### config.mk
export PLATFORM = sky130hd
export DESIGN_NAME = sirc_frame_decoder_top
export DESIGN_NICKNAME = d
export VERILOG_FILES = /design/src/sv/sfd_pkg.sv /design/src/sv/sirc_frame_decoder_top.sv /design/src/sv/sfd_queue.sv /design/src/sv/sfd_front.sv /design/src/sv/sfd_back.sv
export SDC_FILE = /design/constraint.sdc
export NUM_CORES = 1
export LEC_CHECK = 0
export BUFFER_PORTS_ARGS = -buffer_cell sky130_fd_sc_hd__buf_2
export CAP_MARGIN = 10
export CORE_MARGIN = 3
export CORE_UTILIZATION = 55
export CTS_CLUSTER_DIAMETER = 50
export DETAILED_ROUTE_END_ITERATION = 8
export GPL_ROUTABILITY_DRIVEN = 0
export PLACE_DENSITY = 0.81
export SETUP_SLACK_MARGIN = 0.4
export SLEW_MARGIN = 10
export SYNTH_ARGS = -nofsm -noshare
export SYNTH_HDL_FRONTEND = slang
export SYNTH_SLANG_ARGS = --single-unit
### constraint.sdc
create_clock -name clk -period 6.8 [get_ports clk]
set_clock_uncertainty 0.05 [all_clocks]
set_input_delay 1.36 -clock clk [delete_from_list [all_inputs] [get_ports clk]]
set_output_delay 1.36 -clock clk [all_outputs]
set_load 0.01 [all_outputs]
### src/sv/sfd_pkg.sv
package sfd_pkg;

  localparam int DurBits    = 15;
  localparam int CountBits  = 5;
  localparam int ShiftBits  = 20;
  localparam int CfgIdxBits = 3;

  localparam logic [CountBits-1:0] CountMax = 5'd31;
  localparam logic [CountBits-1:0] NoneBad  = 5'd31;

  typedef enum logic [CfgIdxBits-1:0] {
    RegStartMark  = 3'd0,
    RegStartSpace = 3'd1,
    RegOneMark    = 3'd2,
    RegZeroMark   = 3'd3,
    RegBitSpace   = 3'd4,
    RegTolerance  = 3'd5
  } cfg_reg_t;

  typedef struct packed {
    logic [DurBits-1:0] mark_ticks;
    logic [DurBits-1:0] space_ticks;
    logic               last_pair;
  } pair_t;

  typedef struct packed {
    logic        frame_ok;
    logic [6:0]  command_code;
    logic [12:0] device_address;
    logic [4:0]  frame_bits;
    logic [19:0] wire_raw;
  } result_t;

  // Outcome of the duration compares for one pulse pair.
  typedef struct packed {
    logic start_ok;
    logic mark_one;
    logic mark_zero;
    logic space_ok;
    logic last_pair;
  } pair_class_t;

  // Queue handshake on the write side, between the input and the class queue.
  typedef struct packed {
    logic push;
    logic full;
  } q_wr_t;

endpackage

### src/sv/sirc_frame_decoder_top.sv
// A last pair passes the class queue and then the result register before its result beat is offered.
// Throughput: one pulse pair per cycle. While a result beat waits in the output register,
// pairs of the next frame keep draining; only that frame's last pair waits for it, and the
// two-entry class queue then fills behind it before the input stalls.
// Reset (rst, synchronous, active high): timing registers return to their defaults,
// the queue and the frame state empty, and no result beat is offered.
module sirc_frame_decoder_top (
  input  logic                           clk,
  input  logic                           rst,
  input  logic                           cfg_we,
  input  logic [sfd_pkg::CfgIdxBits-1:0] cfg_index,
  input  logic [sfd_pkg::DurBits-1:0]    cfg_data,
  input  logic                           pair_valid,
  output logic                           pair_stall,
  input  sfd_pkg::pair_t                 pair_data,
  output logic                           result_valid,
  input  logic                           result_stall,
  output sfd_pkg::result_t               result_data
);

  // The front compares each pair's mark and space against the programmed
  // targets; it needs no frame state, so it never waits on the back.
  sfd_pkg::pair_class_t pair_class;
  sfd_pkg::pair_class_t head_data;
  sfd_pkg::q_wr_t       q_wr;
  logic                 head_valid;
  logic                 pop;

  sfd_front u_front (
    .clk        (clk),
    .rst        (rst),
    .cfg_we     (cfg_we),
    .cfg_index  (cfg_index),
    .cfg_data   (cfg_data),
    .pair_data  (pair_data),
    .pair_class (pair_class)
  );

  // The input beat is taken whenever the queue has room; the stall is a
  // registered full flag, so it has no path from the output side.
  assign q_wr.push  = pair_valid && !pair_stall;
  assign pair_stall = q_wr.full;

  sfd_queue u_queue (
    .clk        (clk),
    .rst        (rst),
    .push       (q_wr.push),
    .push_data  (pair_class),
    .full       (q_wr.full),
    .pop        (pop),
    .head_valid (head_valid),
    .head_data  (head_data)
  );

  // The back keeps the frame state (pair count, start flag, collected bits and
  // the first bad bit) and builds the result on the last pair of a frame.
  sfd_back u_back (
    .clk          (clk),
    .rst          (rst),
    .head_valid   (head_valid),
    .head_data    (head_data),
    .pop          (pop),
    .result_valid (result_valid),
    .result_stall (result_stall),
    .result_data  (result_data)
  );

endmodule

### src/sv/sfd_queue.sv
module sfd_queue (
  input  logic                clk,
  input  logic                rst,
  input  logic                push,
  input  sfd_pkg::pair_class_t push_data,
  output logic                full,
  input  logic                pop,
  output logic                head_valid,
  output sfd_pkg::pair_class_t head_data
);

  sfd_pkg::pair_class_t slots [2];
  logic [1:0] count;
  logic       wr_ptr;
  logic       rd_ptr;
  logic       do_push;
  logic       do_pop;

  assign full       = (count == 2'd2);
  assign head_valid = (count != 2'd0);
  assign head_data  = slots[rd_ptr];
  assign do_push    = push && !full;
  assign do_pop     = pop && head_valid;

  always_ff @(posedge clk) begin
    if (rst) begin
      count  <= 2'd0;
      wr_ptr <= 1'b0;
      rd_ptr <= 1'b0;
    end else begin
      if (do_push) begin
        wr_ptr <= ~wr_ptr;
      end
      if (do_pop) begin
        rd_ptr <= ~rd_ptr;
      end
      if (do_push && !do_pop) begin
        count <= count + 2'd1;
      end else if (do_pop && !do_push) begin
        count <= count - 2'd1;
      end
    end
  end

  always_ff @(posedge clk) begin
    if (do_push) begin
      slots[wr_ptr] <= push_data;
    end
  end

endmodule

### src/sv/sfd_front.sv
module sfd_front (
  input  logic                              clk,
  input  logic                              rst,
  input  logic                              cfg_we,
  input  logic [sfd_pkg::CfgIdxBits-1:0]    cfg_index,
  input  logic [sfd_pkg::DurBits-1:0]       cfg_data,
  input  sfd_pkg::pair_t                    pair_data,
  output sfd_pkg::pair_class_t              pair_class
);

  logic [sfd_pkg::DurBits-1:0] start_mark_ticks;
  logic [sfd_pkg::DurBits-1:0] start_space_ticks;
  logic [sfd_pkg::DurBits-1:0] one_mark_ticks;
  logic [sfd_pkg::DurBits-1:0] zero_mark_ticks;
  logic [sfd_pkg::DurBits-1:0] bit_space_ticks;
  logic [sfd_pkg::DurBits-1:0] match_tolerance;

  // True when the duration lies within the tolerance of the target.
  function automatic logic near(input logic [sfd_pkg::DurBits-1:0] d,
                                input logic [sfd_pkg::DurBits-1:0] t,
                                input logic [sfd_pkg::DurBits-1:0] tol);
    logic [sfd_pkg::DurBits-1:0] diff;
    diff = (d > t) ? (d - t) : (t - d);
    return diff <= tol;
  endfunction

  always_ff @(posedge clk) begin
    if (rst) begin
      start_mark_ticks  <= sfd_pkg::DurBits'(2400);
      start_space_ticks <= sfd_pkg::DurBits'(600);
      one_mark_ticks    <= sfd_pkg::DurBits'(1200);
      zero_mark_ticks   <= sfd_pkg::DurBits'(600);
      bit_space_ticks   <= sfd_pkg::DurBits'(600);
      match_tolerance   <= sfd_pkg::DurBits'(200);
    end else if (cfg_we) begin
      unique case (cfg_index)
        sfd_pkg::RegStartMark:  start_mark_ticks  <= cfg_data;
        sfd_pkg::RegStartSpace: start_space_ticks <= cfg_data;
        sfd_pkg::RegOneMark:    one_mark_ticks    <= cfg_data;
        sfd_pkg::RegZeroMark:   zero_mark_ticks   <= cfg_data;
        sfd_pkg::RegBitSpace:   bit_space_ticks   <= cfg_data;
        sfd_pkg::RegTolerance:  match_tolerance   <= cfg_data;
        default: ;
      endcase
    end
  end

  always_comb begin
    pair_class.start_ok  = near(pair_data.mark_ticks, start_mark_ticks, match_tolerance)
                        && near(pair_data.space_ticks, start_space_ticks, match_tolerance);
    pair_class.mark_one  = near(pair_data.mark_ticks, one_mark_ticks, match_tolerance);
    pair_class.mark_zero = near(pair_data.mark_ticks, zero_mark_ticks, match_tolerance);
    pair_class.space_ok  = near(pair_data.space_ticks, bit_space_ticks, match_tolerance);
    pair_class.last_pair = pair_data.last_pair;
  end

endmodule

### src/sv/sfd_back.sv
module sfd_back (
  input  logic                 clk,
  input  logic                 rst,
  input  logic                 head_valid,
  input  sfd_pkg::pair_class_t head_data,
  output logic                 pop,
  output logic                 result_valid,
  input  logic                 result_stall,
  output sfd_pkg::result_t     result_data
);

  logic [sfd_pkg::CountBits-1:0] pairs_seen;
  logic                          start_matched;
  logic [sfd_pkg::ShiftBits-1:0] bit_shift;
  logic [sfd_pkg::CountBits-1:0] first_bad_bit;

  logic [sfd_pkg::CountBits-1:0] pairs_seen_next;
  logic                          start_matched_next;
  logic [sfd_pkg::ShiftBits-1:0] bit_shift_next;
  logic [sfd_pkg::CountBits-1:0] first_bad_bit_next;
  logic [sfd_pkg::CountBits-1:0] data_pairs;
  logic [sfd_pkg::CountBits-1:0] bit_pos;
  logic                          good;
  logic                          ok;
  logic [4:0]                    bits;
  logic [12:0]                   addr;
  logic [6:0]                    cmd;
  logic [19:0]                   logical;
  logic [19:0]                   raw;
  sfd_pkg::result_t              result_next;

  // A non-last record never needs the result register, so it always drains.
  assign pop = head_valid
            && (!head_data.last_pair || !result_valid || !result_stall);

  always_comb begin
    pairs_seen_next    = (pairs_seen < sfd_pkg::CountMax) ? pairs_seen + 5'd1 : pairs_seen;
    start_matched_next = start_matched;
    bit_shift_next     = bit_shift;
    first_bad_bit_next = first_bad_bit;
    bit_pos            = pairs_seen - 5'd1;
    good = (head_data.mark_one || head_data.mark_zero)
        && (head_data.last_pair || head_data.space_ok);

    if (pairs_seen == 5'd0) begin
      start_matched_next = head_data.start_ok;
    end else if (pairs_seen <= 5'd20) begin
      // A mark that fits both targets reads as a one.
      if (head_data.mark_one) begin
        bit_shift_next = bit_shift | (20'd1 << bit_pos);
      end
      if (!good && pairs_seen < first_bad_bit) begin
        first_bad_bit_next = pairs_seen;
      end
    end

    data_pairs = pairs_seen_next - 5'd1;
    ok   = 1'b1;
    bits = 5'd0;
    addr = 13'd0;
    if (pairs_seen_next < 5'd8 || !start_matched_next || first_bad_bit_next <= 5'd7) begin
      ok = 1'b0;
    end else if (data_pairs >= 5'd20 && first_bad_bit_next > 5'd20) begin
      bits = 5'd20;
      addr = bit_shift_next[19:7];
    end else if (data_pairs >= 5'd15 && first_bad_bit_next > 5'd15) begin
      bits = 5'd15;
      addr = {5'd0, bit_shift_next[14:7]};
    end else if (data_pairs >= 5'd12) begin
      if (first_bad_bit_next > 5'd12) begin
        bits = 5'd12;
        addr = {8'd0, bit_shift_next[11:7]};
      end else begin
        ok = 1'b0;
      end
    end else begin
      // Seven to eleven data pairs whose first seven are good decode as a 12-bit frame, address zero.
      bits = 5'd12;
    end

    cmd     = bit_shift_next[6:0];
    logical = {addr, cmd};
    raw     = 20'd0;
    case (bits)
      5'd20: begin
        for (int i = 0; i < 20; i++) raw[19-i] = logical[i];
      end
      5'd15: begin
        for (int i = 0; i < 15; i++) raw[14-i] = logical[i];
      end
      5'd12: begin
        for (int i = 0; i < 12; i++) raw[11-i] = logical[i];
      end
      default: raw = 20'd0;
    endcase

    result_next.frame_ok       = ok;
    result_next.command_code   = ok ? cmd  : 7'd0;
    result_next.device_address = ok ? addr : 13'd0;
    result_next.frame_bits     = ok ? bits : 5'd0;
    result_next.wire_raw       = ok ? raw  : 20'd0;
  end

  always_ff @(posedge clk) begin
    if (rst) begin
      pairs_seen    <= 5'd0;
      start_matched <= 1'b0;
      bit_shift     <= 20'd0;
      first_bad_bit <= sfd_pkg::NoneBad;
      result_valid  <= 1'b0;
    end else begin
      if (pop) begin
        if (head_data.last_pair) begin
          pairs_seen    <= 5'd0;
          start_matched <= 1'b0;
          bit_shift     <= 20'd0;
          first_bad_bit <= sfd_pkg::NoneBad;
        end else begin
          pairs_seen    <= pairs_seen_next;
          start_matched <= start_matched_next;
          bit_shift     <= bit_shift_next;
          first_bad_bit <= first_bad_bit_next;
        end
      end
      if (pop && head_data.last_pair) begin
        result_valid <= 1'b1;
      end else if (!result_stall) begin
        result_valid <= 1'b0;
      end
    end
  end

  always_ff @(posedge clk) begin
    if (pop && head_data.last_pair) begin
      result_data <= result_next;
    end
  end

endmodule

Yosys cells after proc, flatten, opt, wreduce, memory -nomap -nowiden. Memory sizes are Yosys's and may differ from the RTL's. A register that Yosys moved wholly into a read port is not among the register bits. Index checks and enable logic that the tools add are counted. Widths: inputs -> output; s select.

Flip-flop bits (word level): 172. Bits in writable memories: 10. Output and inout port bits: 48. Memories: 1.

Memories: u_queue.slots (words 2, width 5, rd ports 1, clocked after Yosys merged registers in 1, wr ports 1, line sfd_queue.sv:12) `sfd_pkg::pair_class_t slots [2];`.

Add/sub/neg operators: 15. Magnitude comparators: 21. Equality and inequality tests: 10. Shift-type cells: 1. Mux-type cells: 42. Bitwise gates (word level): 3. Reduce and logical (&&, ||, !) cells: 37.

Operators by type and width (number): $sub 15x15->15 (10); $mux 20 (4); $gt 15x15->1 (5); $le 15x15->1 (5); $mux 15 (5); $mux 13 (4); $mux 5 (10); $pmux 12 s3 (1); $or 20x20->20 (1); $shl 1x5->20 const A (1); $reduce_and 2->1 (7); $mux 1 (13); $logic_and 1x1->1 (12); $eq 5x4->1 const B (2); $ge 5x4->1 const B (2); $gt 5x4->1 const B (2); $sub 5x1->5 const B (2); $logic_not 1->1 (8); $mux 4 (2); $eq 3x2->1 const B (2); $eq 3x3->1 const B (2); $logic_or 1x1->1 (6); $pmux 3 s2 (1); $add 5x1->5 const B (1); other kinds (18) (21).

Depth between registers and ports, before layout. Gate-level depths: netlist (run 1).

Depth after elaboration: 15. Gate-level depth with buffers: 22.

Cells and area by module. A second synthesis (run 1) with hierarchy kept.

Cell total of the unflattened synthesis: 1945. Area total of the unflattened synthesis: 16213.0 µm².

Modules (own cells, without submodules): sfd_front (times used 1, cells each 1532, area each 11723.7 µm²); sfd_back (times used 1, cells each 372, area each 3898.7 µm²); sfd_queue (times used 1, cells each 40, area each 576.8 µm²); sirc_frame_decoder_top (times used 1, cells each 1, area each 13.8 µm²).

Worst setup path before layout (run 1). No wires, ideal clock.

Path kind: in2reg. Start point: input port result_stall. End point: register u_back.bit_shift[10] in the netlist's numbering. Setup time: 128 ps. Arrival: 5434 ps. Required time: 6622 ps. Slack: 1189 ps. Cell stages on the path: 5. Path through: a211oi_1 > nor2_1 > clkbuf_1 > o21ai_0 > nor2_1.

Word-level cells in the longest chain between the ends: 3.

Ends and longest elaborated chain: from (decl) (line sirc_frame_decoder_top.sv:17) `input logic result_stall,`; $logic_not 1->1 (line sfd_back.sv:34) `&& (!head_data.last_pair || !result_valid || !result_stall);`; $logic_or 1x1->1 (line sfd_back.sv:34); $logic_and 1x1->1 (line sfd_back.sv:34); to (signal assigned) (line sfd_back.sv:121) `bit_shift <= bit_shift_next;`; to (decl) (line sfd_back.sv:14) `logic [sfd_pkg::ShiftBits-1:0] bit_shift;`.

Every way passes these cells. A chain may end at the register's enable or synchronous reset.

==> parameters.txt, run 1 <==
Parameter                              Value

Critical path
  Slowest stage cell on the critical path    o21a_1
  Critical path data required time    7.03 ns
  Startpoint of the worst register-to-register path    u_front.start_mark_ticks[1]
  Critical path class    input pin to flip-flop
  Startpoint class of the critical path    input pin
  Minimum setup slack among reg-to-reg paths    2.01 ns
  Critical Path Source    pair_data[17]
  Signal arrival time at the worst endpoint    6.02 ns
  Maximum fanout along the worst path    8
  Logic depth of the worst register-to-register path    20
  CP most frequent cell    o21a_1
  R2r endpoint    u_queue.slots[1][4]
  Delay of the slowest cell on the worst path    0.41 ns
  Kind of capture point of the worst setup path    flip-flop
  Worst path cell trace    buf_2, inv_1, ha_1, nor2b_1, nor3_1, o21bai_1, o311a_1, nor4b_1, o31a_1, o21a_1, buf_4, mux2i_1, xnor2_1, ha_1, o21a_1, o21a_1, o21ai_0, nand2b_1, a21oi_1, o21ai_1, a221oi_1, a2bb2oi_1
  Destination of the critical timing path    u_queue.slots[1][4]

Synth
  Avg Cell Area, Syn    8.133 um2
  Area contributors post-synth    ha_1 (19%), dfxtp_1 (16%), edfxtp_1 (11%), a21oi_1 (6.6%), nand2_1 (5.8%)
  Syn_nets    about 2200
  Register bit count reported by yosys    182
  Mapped Area    15700 um2
  Number of different library cells in the post-synthesis netlist    77
  Ys flop type    dfxtp_1
  Number of enable flip-flop cells after synthesis    55
  Post-synthesis instance total    1930
  Leading area contributor after synthesis    ha_1
  Warning count from the yosys run    0
  Sequential cell area fraction in the yosys report    0.2672
  Async SR Flop Fraction    0
  Area share of the leading cell type in the synthesized netlist    0.1857

Die
  Number of placement rows    61
  Chip height    174.9 um
  Number of ports placed on the die boundary    102
  Area inside the core boundary    27930 um2
  DIE WIDTH    ~170 um
  Area enclosed by the die boundary    30600 um2
  Starting utilization of the core area    0.5619

Finish
  Post-synthesis to final-layout area growth    8.712%
  Leading cell types in the layout, fill and taps excluded    nand2_1 (241), ha_1 (233), a21oi_1 (208)
  Most common cell after layout, fill and taps aside    nand2_1
  Share of final-layout standard cells stronger than drive strength 1    0.08707
  Number of nets at the end of the flow    between 2000 and 2500
  Total inserted antenna cells    0

CTS
  Maximum clock insertion buffer count    2
  Hold_buf cts    0
  Clock slew at the register clock pins of the worst setup and hold paths    around 0.08 ns
  Maximum level of the CTS H-tree    4
  Post-CTS Setup Bufs    0
  Worst-skew pair later-pin latency    between 0.4 and 0.5 ns
  CTS tree    yes
  Total number of clock tree sinks    182
  Post_cts resized    0
  TritonCTS buffer count    17
  CTS Root Cell    clkbuf_16

Drt
  Pre-Repair DR Iteration Count    6
  Detailed Route Iter0 Violations    1541
  Vias    between 10000 and 15000
  Remaining DRCs    0
  Wire length reported by the detailed router    44040 um
  Drt via density    6.124
  Post-route antenna net violation count    0
  Average wire length per cell after detail routing    18.62 um

Timing
  Share of the clock period used by the worst path after layout    0.8517
  Setup Viol. Count Final    0
  Fin Setup TNS    0 ns
  Fmax achieved    0.1727 GHz
  Max-slew violation count    0
  Hold WS    0.4066 ns
  Unrepaired setup endpoints after global routing    false
  Final Hold Viols    0
  Time the final worst path needs with I/O delays and setup    roughly 5.8 ns
  Headroom to the max-slew limit    0.3482
  Transition time at the pin with the least slew margin    0.9776 ns

GRT
  Overall global routing resource usage    0.2796
  Wire length of the first global-routing pass    between 60000 and 70000 um
  Pin count of the biggest net entering global routing    90
  Number of global-route vias before repair    ~14000
  Number of antenna violations at the first check in global routing    1
  Gr ovfl total    0

Min path
  Hold Crit Depth    2
  Hold Path Class    flip-flop to flip-flop

Pwr
  Maximum resistive drop on vdd    0.1731 mV
  Total power divided by cell area    221.7 nW/um2
  Static Leak    7.631 nW

Outcome
  Result of the run    completed

Flow run
  Number of maximum-capacitance violations    0

Place
  Post-detail-place hpwl    33980 um
  Number of buffers inserted by port buffering    a little over 100
## synthesized netlist by cell type, types with 4 or more instances
library cell,number
nand4_1,30
nor3_1,19
and3_1,15
nand3b_1,15
edfxtp_1,55
o211ai_1,8
nand2b_1,21
a31o_2,4
nor4_1,14
clkbuf_1,67
a211o_1,15
o21ai_1,28
mux2_2,6
or2_2,5
fa_1,10
a21o_1,91
o21a_1,19
nor2b_1,23
mux2_1,6
o21bai_1,18
ha_1,233
buf_2,12
a221oi_1,5
o22ai_1,4
a31oi_1,11
o21ai_0,64
inv_1,160
a211oi_1,15
a21oi_1,208
nand2_1,241
a41oi_1,4
dfxtp_1,127
xnor2_1,47
xor2_1,27
and2_1,12
nand3_1,31
mux2i_1,48
or3_1,6
o22a_1,14
nor2_1,125
## power breakdown
part           total (mW)  switching [mW]  internal [mW]
Clock                1.11           0.582          0.526
Sequential           1.33          0.0643           1.27
Combinational        1.34           0.817          0.528
Total                3.78            1.46           2.32
## worst max-delay path, delay by kind of cell
| kind | cells | cell delay, ns |
|---|---|---|
| xor gates and xnor gates | 1 | 0.14 |
| and+or+nand+nor | 4 | 0.72 |
| AOI/OAI and AO/OA | 11 | 2.24 |
| muxes | 1 | 0.22 |
| buffers and inverters | 3 | 0.68 |
| adders and majority gates | 2 | 0.64 |
## metal layers
metal  global-route usage  share of wire  vias to the layer above
met5                    0        0.00030                        -
met4               0.1499          0.051                        2
met3              0.03238          0.074                      141
met2               0.4575           0.46                      728
met1               0.3628           0.42                     6744
li1                     -              -                     6869
## registers in the layout, indices dropped and copies added, names as in the netlist, named ones only
name                       flops
u_front.zero_mark_ticks       15
u_front.start_mark_ticks      15
u_queue.wr_ptr                 1
u_back.result_valid            1
u_front.one_mark_ticks        15
u_front.match_tolerance       15
u_back.start_matched           1
u_back.result_data            45
u_queue.slots                 10
u_back.bit_shift              20
u_queue.rd_ptr                 1
u_front.bit_space_ticks       15
u_back.pairs_seen              5
u_back.first_bad_bit           5
u_queue.count                  2
u_front.start_space_ticks     15
## area by class of cell
class	count	area [um2]
clock inverters	15	221.5
repair buffers	110	579.3
fillers	2440	10870
inverters	163	611.8
well taps	378	473.0
multi-input cells	1500	10560
flip-flops and latches	182	4194
clock buffers	17	425.4
## how the worst min path moves through the flow
| stage | from | to | slack [ns] |
|---|---|---|---|
| after floorplan | u_front.bit_space_ticks[14] | u_front.bit_space_ticks[14] | 0.39 |
| after global placement | u_front.match_tolerance[4] | u_front.match_tolerance[4] | 0.39 |
| after detailed placement | u_front.match_tolerance[4] | u_front.match_tolerance[4] | 0.40 |
| after CTS | u_front.match_tolerance[4] | u_front.match_tolerance[4] | 0.41 |
| after global routing | u_front.start_space_ticks[14] | u_front.start_space_ticks[14] | 0.42 |
| final | u_front.match_tolerance[14] | u_front.match_tolerance[14] | 0.41 |
## per-stage QoR
step	setup WS [ns]	utilization	power (mW)	area, um2	std cells
floorplan	1.189	-	2.290	15700	1930
global placement	0.7829	0.5873	2.609	16410	2332
detailed placement	0.5897	0.5873	2.656	16410	2332
CTS	1.065	0.6105	3.758	17050	2364
global route	0.5394	0.6109	3.972	17070	2365
finish	1.009	0.6109	3.784	17070	2365
## logic make-up after synthesis
kind of cell	share of synthesized area
AOI/OAI and AO/OA	0.2243
xor gates and xnor gates	0.04129
DFF	0.2672
muxes	0.03922
adders and majority gates	0.1985
and+or+nand+nor	0.1681
buffers and inverters	0.06145
Note: power is estimated with default switching activity, not from simulation.
==> run 2, diff against run 1 <==
--- a/config.mk
+++ b/config.mk
@@ -7,12 +7,14 @@
 export LEC_CHECK = 0
 export BUFFER_PORTS_ARGS = -buffer_cell sky130_fd_sc_hd__buf_2
 export CAP_MARGIN = 10
+export CELL_PAD_IN_SITES_DETAIL_PLACEMENT = 1
+export CELL_PAD_IN_SITES_GLOBAL_PLACEMENT = 2
 export CORE_MARGIN = 3
-export CORE_UTILIZATION = 55
+export CORE_UTILIZATION = 38
 export CTS_CLUSTER_DIAMETER = 50
 export DETAILED_ROUTE_END_ITERATION = 8
 export GPL_ROUTABILITY_DRIVEN = 0
-export PLACE_DENSITY = 0.81
+export PLACE_DENSITY = 0.9
 export SETUP_SLACK_MARGIN = 0.4
 export SLEW_MARGIN = 10
 export SYNTH_ARGS = -nofsm -noshare
==> run 2 against run 1 <==
  * Total power decreased by 0.72%
  * Die area increased by 43%
  * Fmax about the same
  * Design area increased by 1.0%
  * Global-route usage down 4.1 points
  * Register-to-register slack worse by 0.18 ns
  * Critical path type unchanged
  * Largest cell class unchanged
  * Highest routed layer is now met4
==> parameters.txt, run 2 (same netlist as run 1, synthesis figures left out) <==
Parameter                              Value

Outcome
  Result of the run    completed

Pwr
  Maximum resistive drop on vdd    0.1788 mV (+3.3%)
  Static Leak    7.637 nW (about the same)
  Sequential cell fraction of total power    0.356 (+0.004)
  Total power divided by cell area    217.9 nW/um2 (-1.7%)
  Pint    2.296 mW (-1.1%)
  Power share of the clock group    0.274 (-0.019)
  Comb power frac    0.370 (+0.015)
  Sw power    1.461 mW (-0.13%)
  Switching part of the total power    0.3890 (+0.002272)

Finish
  Utilization of the core after routing    0.4280 (-0.1829)
  Number of filler instances in the final layout    4931 (+100%)
  Largest regs    u_back.result_data x45, u_back.bit_shift x20
  Cell area after layout    17240 um2 (+1.0%)
  Number of nets at the end of the flow    2277 (+0.26%)
  Most common cell after layout, fill and taps aside    nand2_1
  Filler-free cell count of the finished design    2519 (+6.5%)
  Leading cell types in the layout, fill and taps excluded    nand2_1 (241), ha_1 (233), a21oi_1 (208)
  Register ranked first by flip-flop count    u_back.result_data
  Share of final-layout standard cells stronger than drive strength 1    0.08981 (+0.002748)
  Post-synthesis to final-layout area growth    9.820%
  Flip-flop count of the largest register, all copies and words added    45 (unchanged)

Place
  Post-detail-place hpwl    42010 um (+24%)
  Cell count after placement    2486 (+6.6%)
  Post-placement setup slack    0.4837 ns (-0.1060 ns)
  Number of buffers inserted by port buffering    101 (unchanged)
  Cell area after placement    16640 um2 (+1.4%)

GRT
  Number of antenna violations at the first check in global routing    0 (-1)
  Pin count of the biggest net entering global routing    92 (+2.2%)
  Number of global-route vias before repair    14766 (+8.3%)
  Wire length of the first global-routing pass    82920 um (+19%)
  Gr ovfl total    0 (unchanged)
  Overall global routing resource usage    0.2391 (-0.04059)

Die
  Number of placement rows    73 (+20%)
  Area inside the core boundary    40280 um2 (+44%)
  Area enclosed by the die boundary    43780 um2 (+43%)
  Starting utilization of the core area    0.3897 (-0.1722)
  Number of ports placed on the die boundary    102 (unchanged)
  Chip height    209.2 um (+20%)
  DIE WIDTH    209.2 um (+20%)

Critical path
  Total buffers and inverters traversed by the critical path    3 (unchanged)
  Kind of capture point of the worst setup path    flip-flop
  Maximum fanout along the worst path    11 (+3)
  Worst path cell trace    buf_2, inv_1, ha_1, nor2b_1, o2111ai_1, a211oi_1, o22a_1, a41oi_1, a21oi_1, a31oi_2, buf_4, mux2i_1, xnor2_1, ha_1, o21a_1, o21a_1, o21ai_0, nand2b_1, a21oi_1, o211ai_1, a2bb2oi_1
  Critical path class    input pin to flip-flop
  Minimum setup slack among reg-to-reg paths    1.83 ns (-0.18 ns)
  Delay of the slowest cell on the worst path    0.74 ns (+0.33 ns)
  Startpoint class of the critical path    input pin
  Signal arrival time at the worst endpoint    6.02 ns (about the same)
  Family of cells with the greatest summed delay on the critical path    compound AO/OA/AOI/OAI gates
  Critical path data required time    7.03 ns (about the same)
  Startpoint of the worst register-to-register path    u_front.start_space_ticks[1]
  Critical Path Source    pair_data[2]
  Slowest stage cell on the critical path    a31oi_2

Drt
  Met2 routed WL    24820 um (+24%)
  Detailed Route Iter0 Violations    737 (-52%)
  Drt via density    5.683 (-7.2%)
  Top layer used by detailed routing    met4
  Vias    14316 (-1.2%)
  Wire length reported by the detailed router    53300 um (+21%)
  Wl on met1    24340 um (+32%)
  Post-route antenna net violation count    0 (unchanged)
  Pre-Repair DR Iteration Count    5 (-1)
  Wire length on met3    2629 um (-19%)
  Average wire length per cell after detail routing    21.16 um (+14%)
  Remaining DRCs    0 (unchanged)

Timing
  Smallest setup slack after layout    1.007 ns (-0.001540 ns)
  Final Hold Viols    0 (unchanged)
  Fmax achieved    0.1726 GHz (about the same)
  Unrepaired setup endpoints after global routing    false
  Time the final worst path needs with I/O delays and setup    5.793 ns (+0.001540 ns)
  Headroom to the max-slew limit    0.2720 (-0.07629)
  Max-slew violation count    0 (unchanged)
  Share of the clock period used by the worst path after layout    0.8519 (about the same)
  Transition time at the pin with the least slew margin    1.092 ns (+0.1144 ns)
  Setup Viol. Count Final    0 (unchanged)
  Fin Setup TNS    0 ns (unchanged)

CTS
  Total number of clock tree sinks    182 (unchanged)
  Maximum level of the CTS H-tree    4 (unchanged)
  Worst-skew pair later-pin latency    0.46 ns (about the same)
  Hold_buf cts    0 (unchanged)
  Clock slew at the register clock pins of the worst setup and hold paths    0.08 ns (about the same)
  TritonCTS buffer count    17 (unchanged)
  Maximum clock insertion buffer count    2 (unchanged)
  CTS tree    yes
  CTS Root Cell    clkbuf_16
  Post-CTS Setup Bufs    0 (unchanged)

Min path
  Hold Path Class    flip-flop to flip-flop
  Origin of the worst min-delay path    u_front.match_tolerance[5]

Flow run
  Number of maximum-capacitance violations    0 (unchanged)
## run 2: worst register-to-register path, cell delays in order (launching register included)
cell and delay, ns:
dfxtp_1 0.43, ha_1 0.31, nor2b_1 0.16, o2111ai_1 0.26, a211oi_1 0.14, o22a_1 0.24
a41oi_1 0.29, a21oi_1 0.13, a31oi_2 0.74, buf_4 0.28, mux2i_1 0.22, xnor2_1 0.17
ha_1 0.28, o21a_1 0.12, o21a_1 0.18, o21ai_0 0.15, nand2b_1 0.08, a21oi_1 0.14
o211ai_1 0.16, a2bb2oi_1 0.26
## run 2: metal layers
metal,up-vias,track usage
met1,7030,0.3157
met4,0,0.07621
met5,-,0
li1,6871,-
met2,342,0.3992
met3,73,0.03933
## run 2: worst paths after layout
path | endpoint | cells past startpoint
worst max-delay path | u_queue.slots[0][4] | 21
worst min-delay path | u_front.match_tolerance[5] | 2
worst max register to register | u_queue.slots[0][4] | 19
worst min register to register | u_front.match_tolerance[5] | 2
## run 2: metrics by stage
step	total power, mW	hold WS [ns]
floorplan	2.290	0.3863
global placement	2.673	0.3912
detailed placement	2.736	0.3995
CTS	3.780	0.4102
global route	3.994	0.4310
finish	3.757	0.4078
## run 2: timing repair
action	CTS	global route
resized for setup	0	1
endpoints found under the setup margin	0	1
hold endpoints to repair	0	0
## run 2: power groups by stage
stage | clock [mW] | sequential [mW] | combinational, mW
floorplan | 0 | 1.39 | 0.902
global placement | 0 | 1.35 | 1.32
detailed placement | 0 | 1.37 | 1.37
CTS | 1.05 | 1.34 | 1.38
global route | 1.10 | 1.35 | 1.54
finish | 1.03 | 1.34 | 1.39
## run 2: area by class of cell
cell class,count,area (um2),area share
tap,525,656.9,0.03810
clock buffer,17,425.4,0.02468
inverter,163,611.8,0.03549
sequential,182,4194,0.2433
clock inverter,15,166.4,0.009653
timing repair buffer,116,620.6,0.03600
multi-input combinational,1500,10560,0.6126
antenna,1,2.502,0.0001452
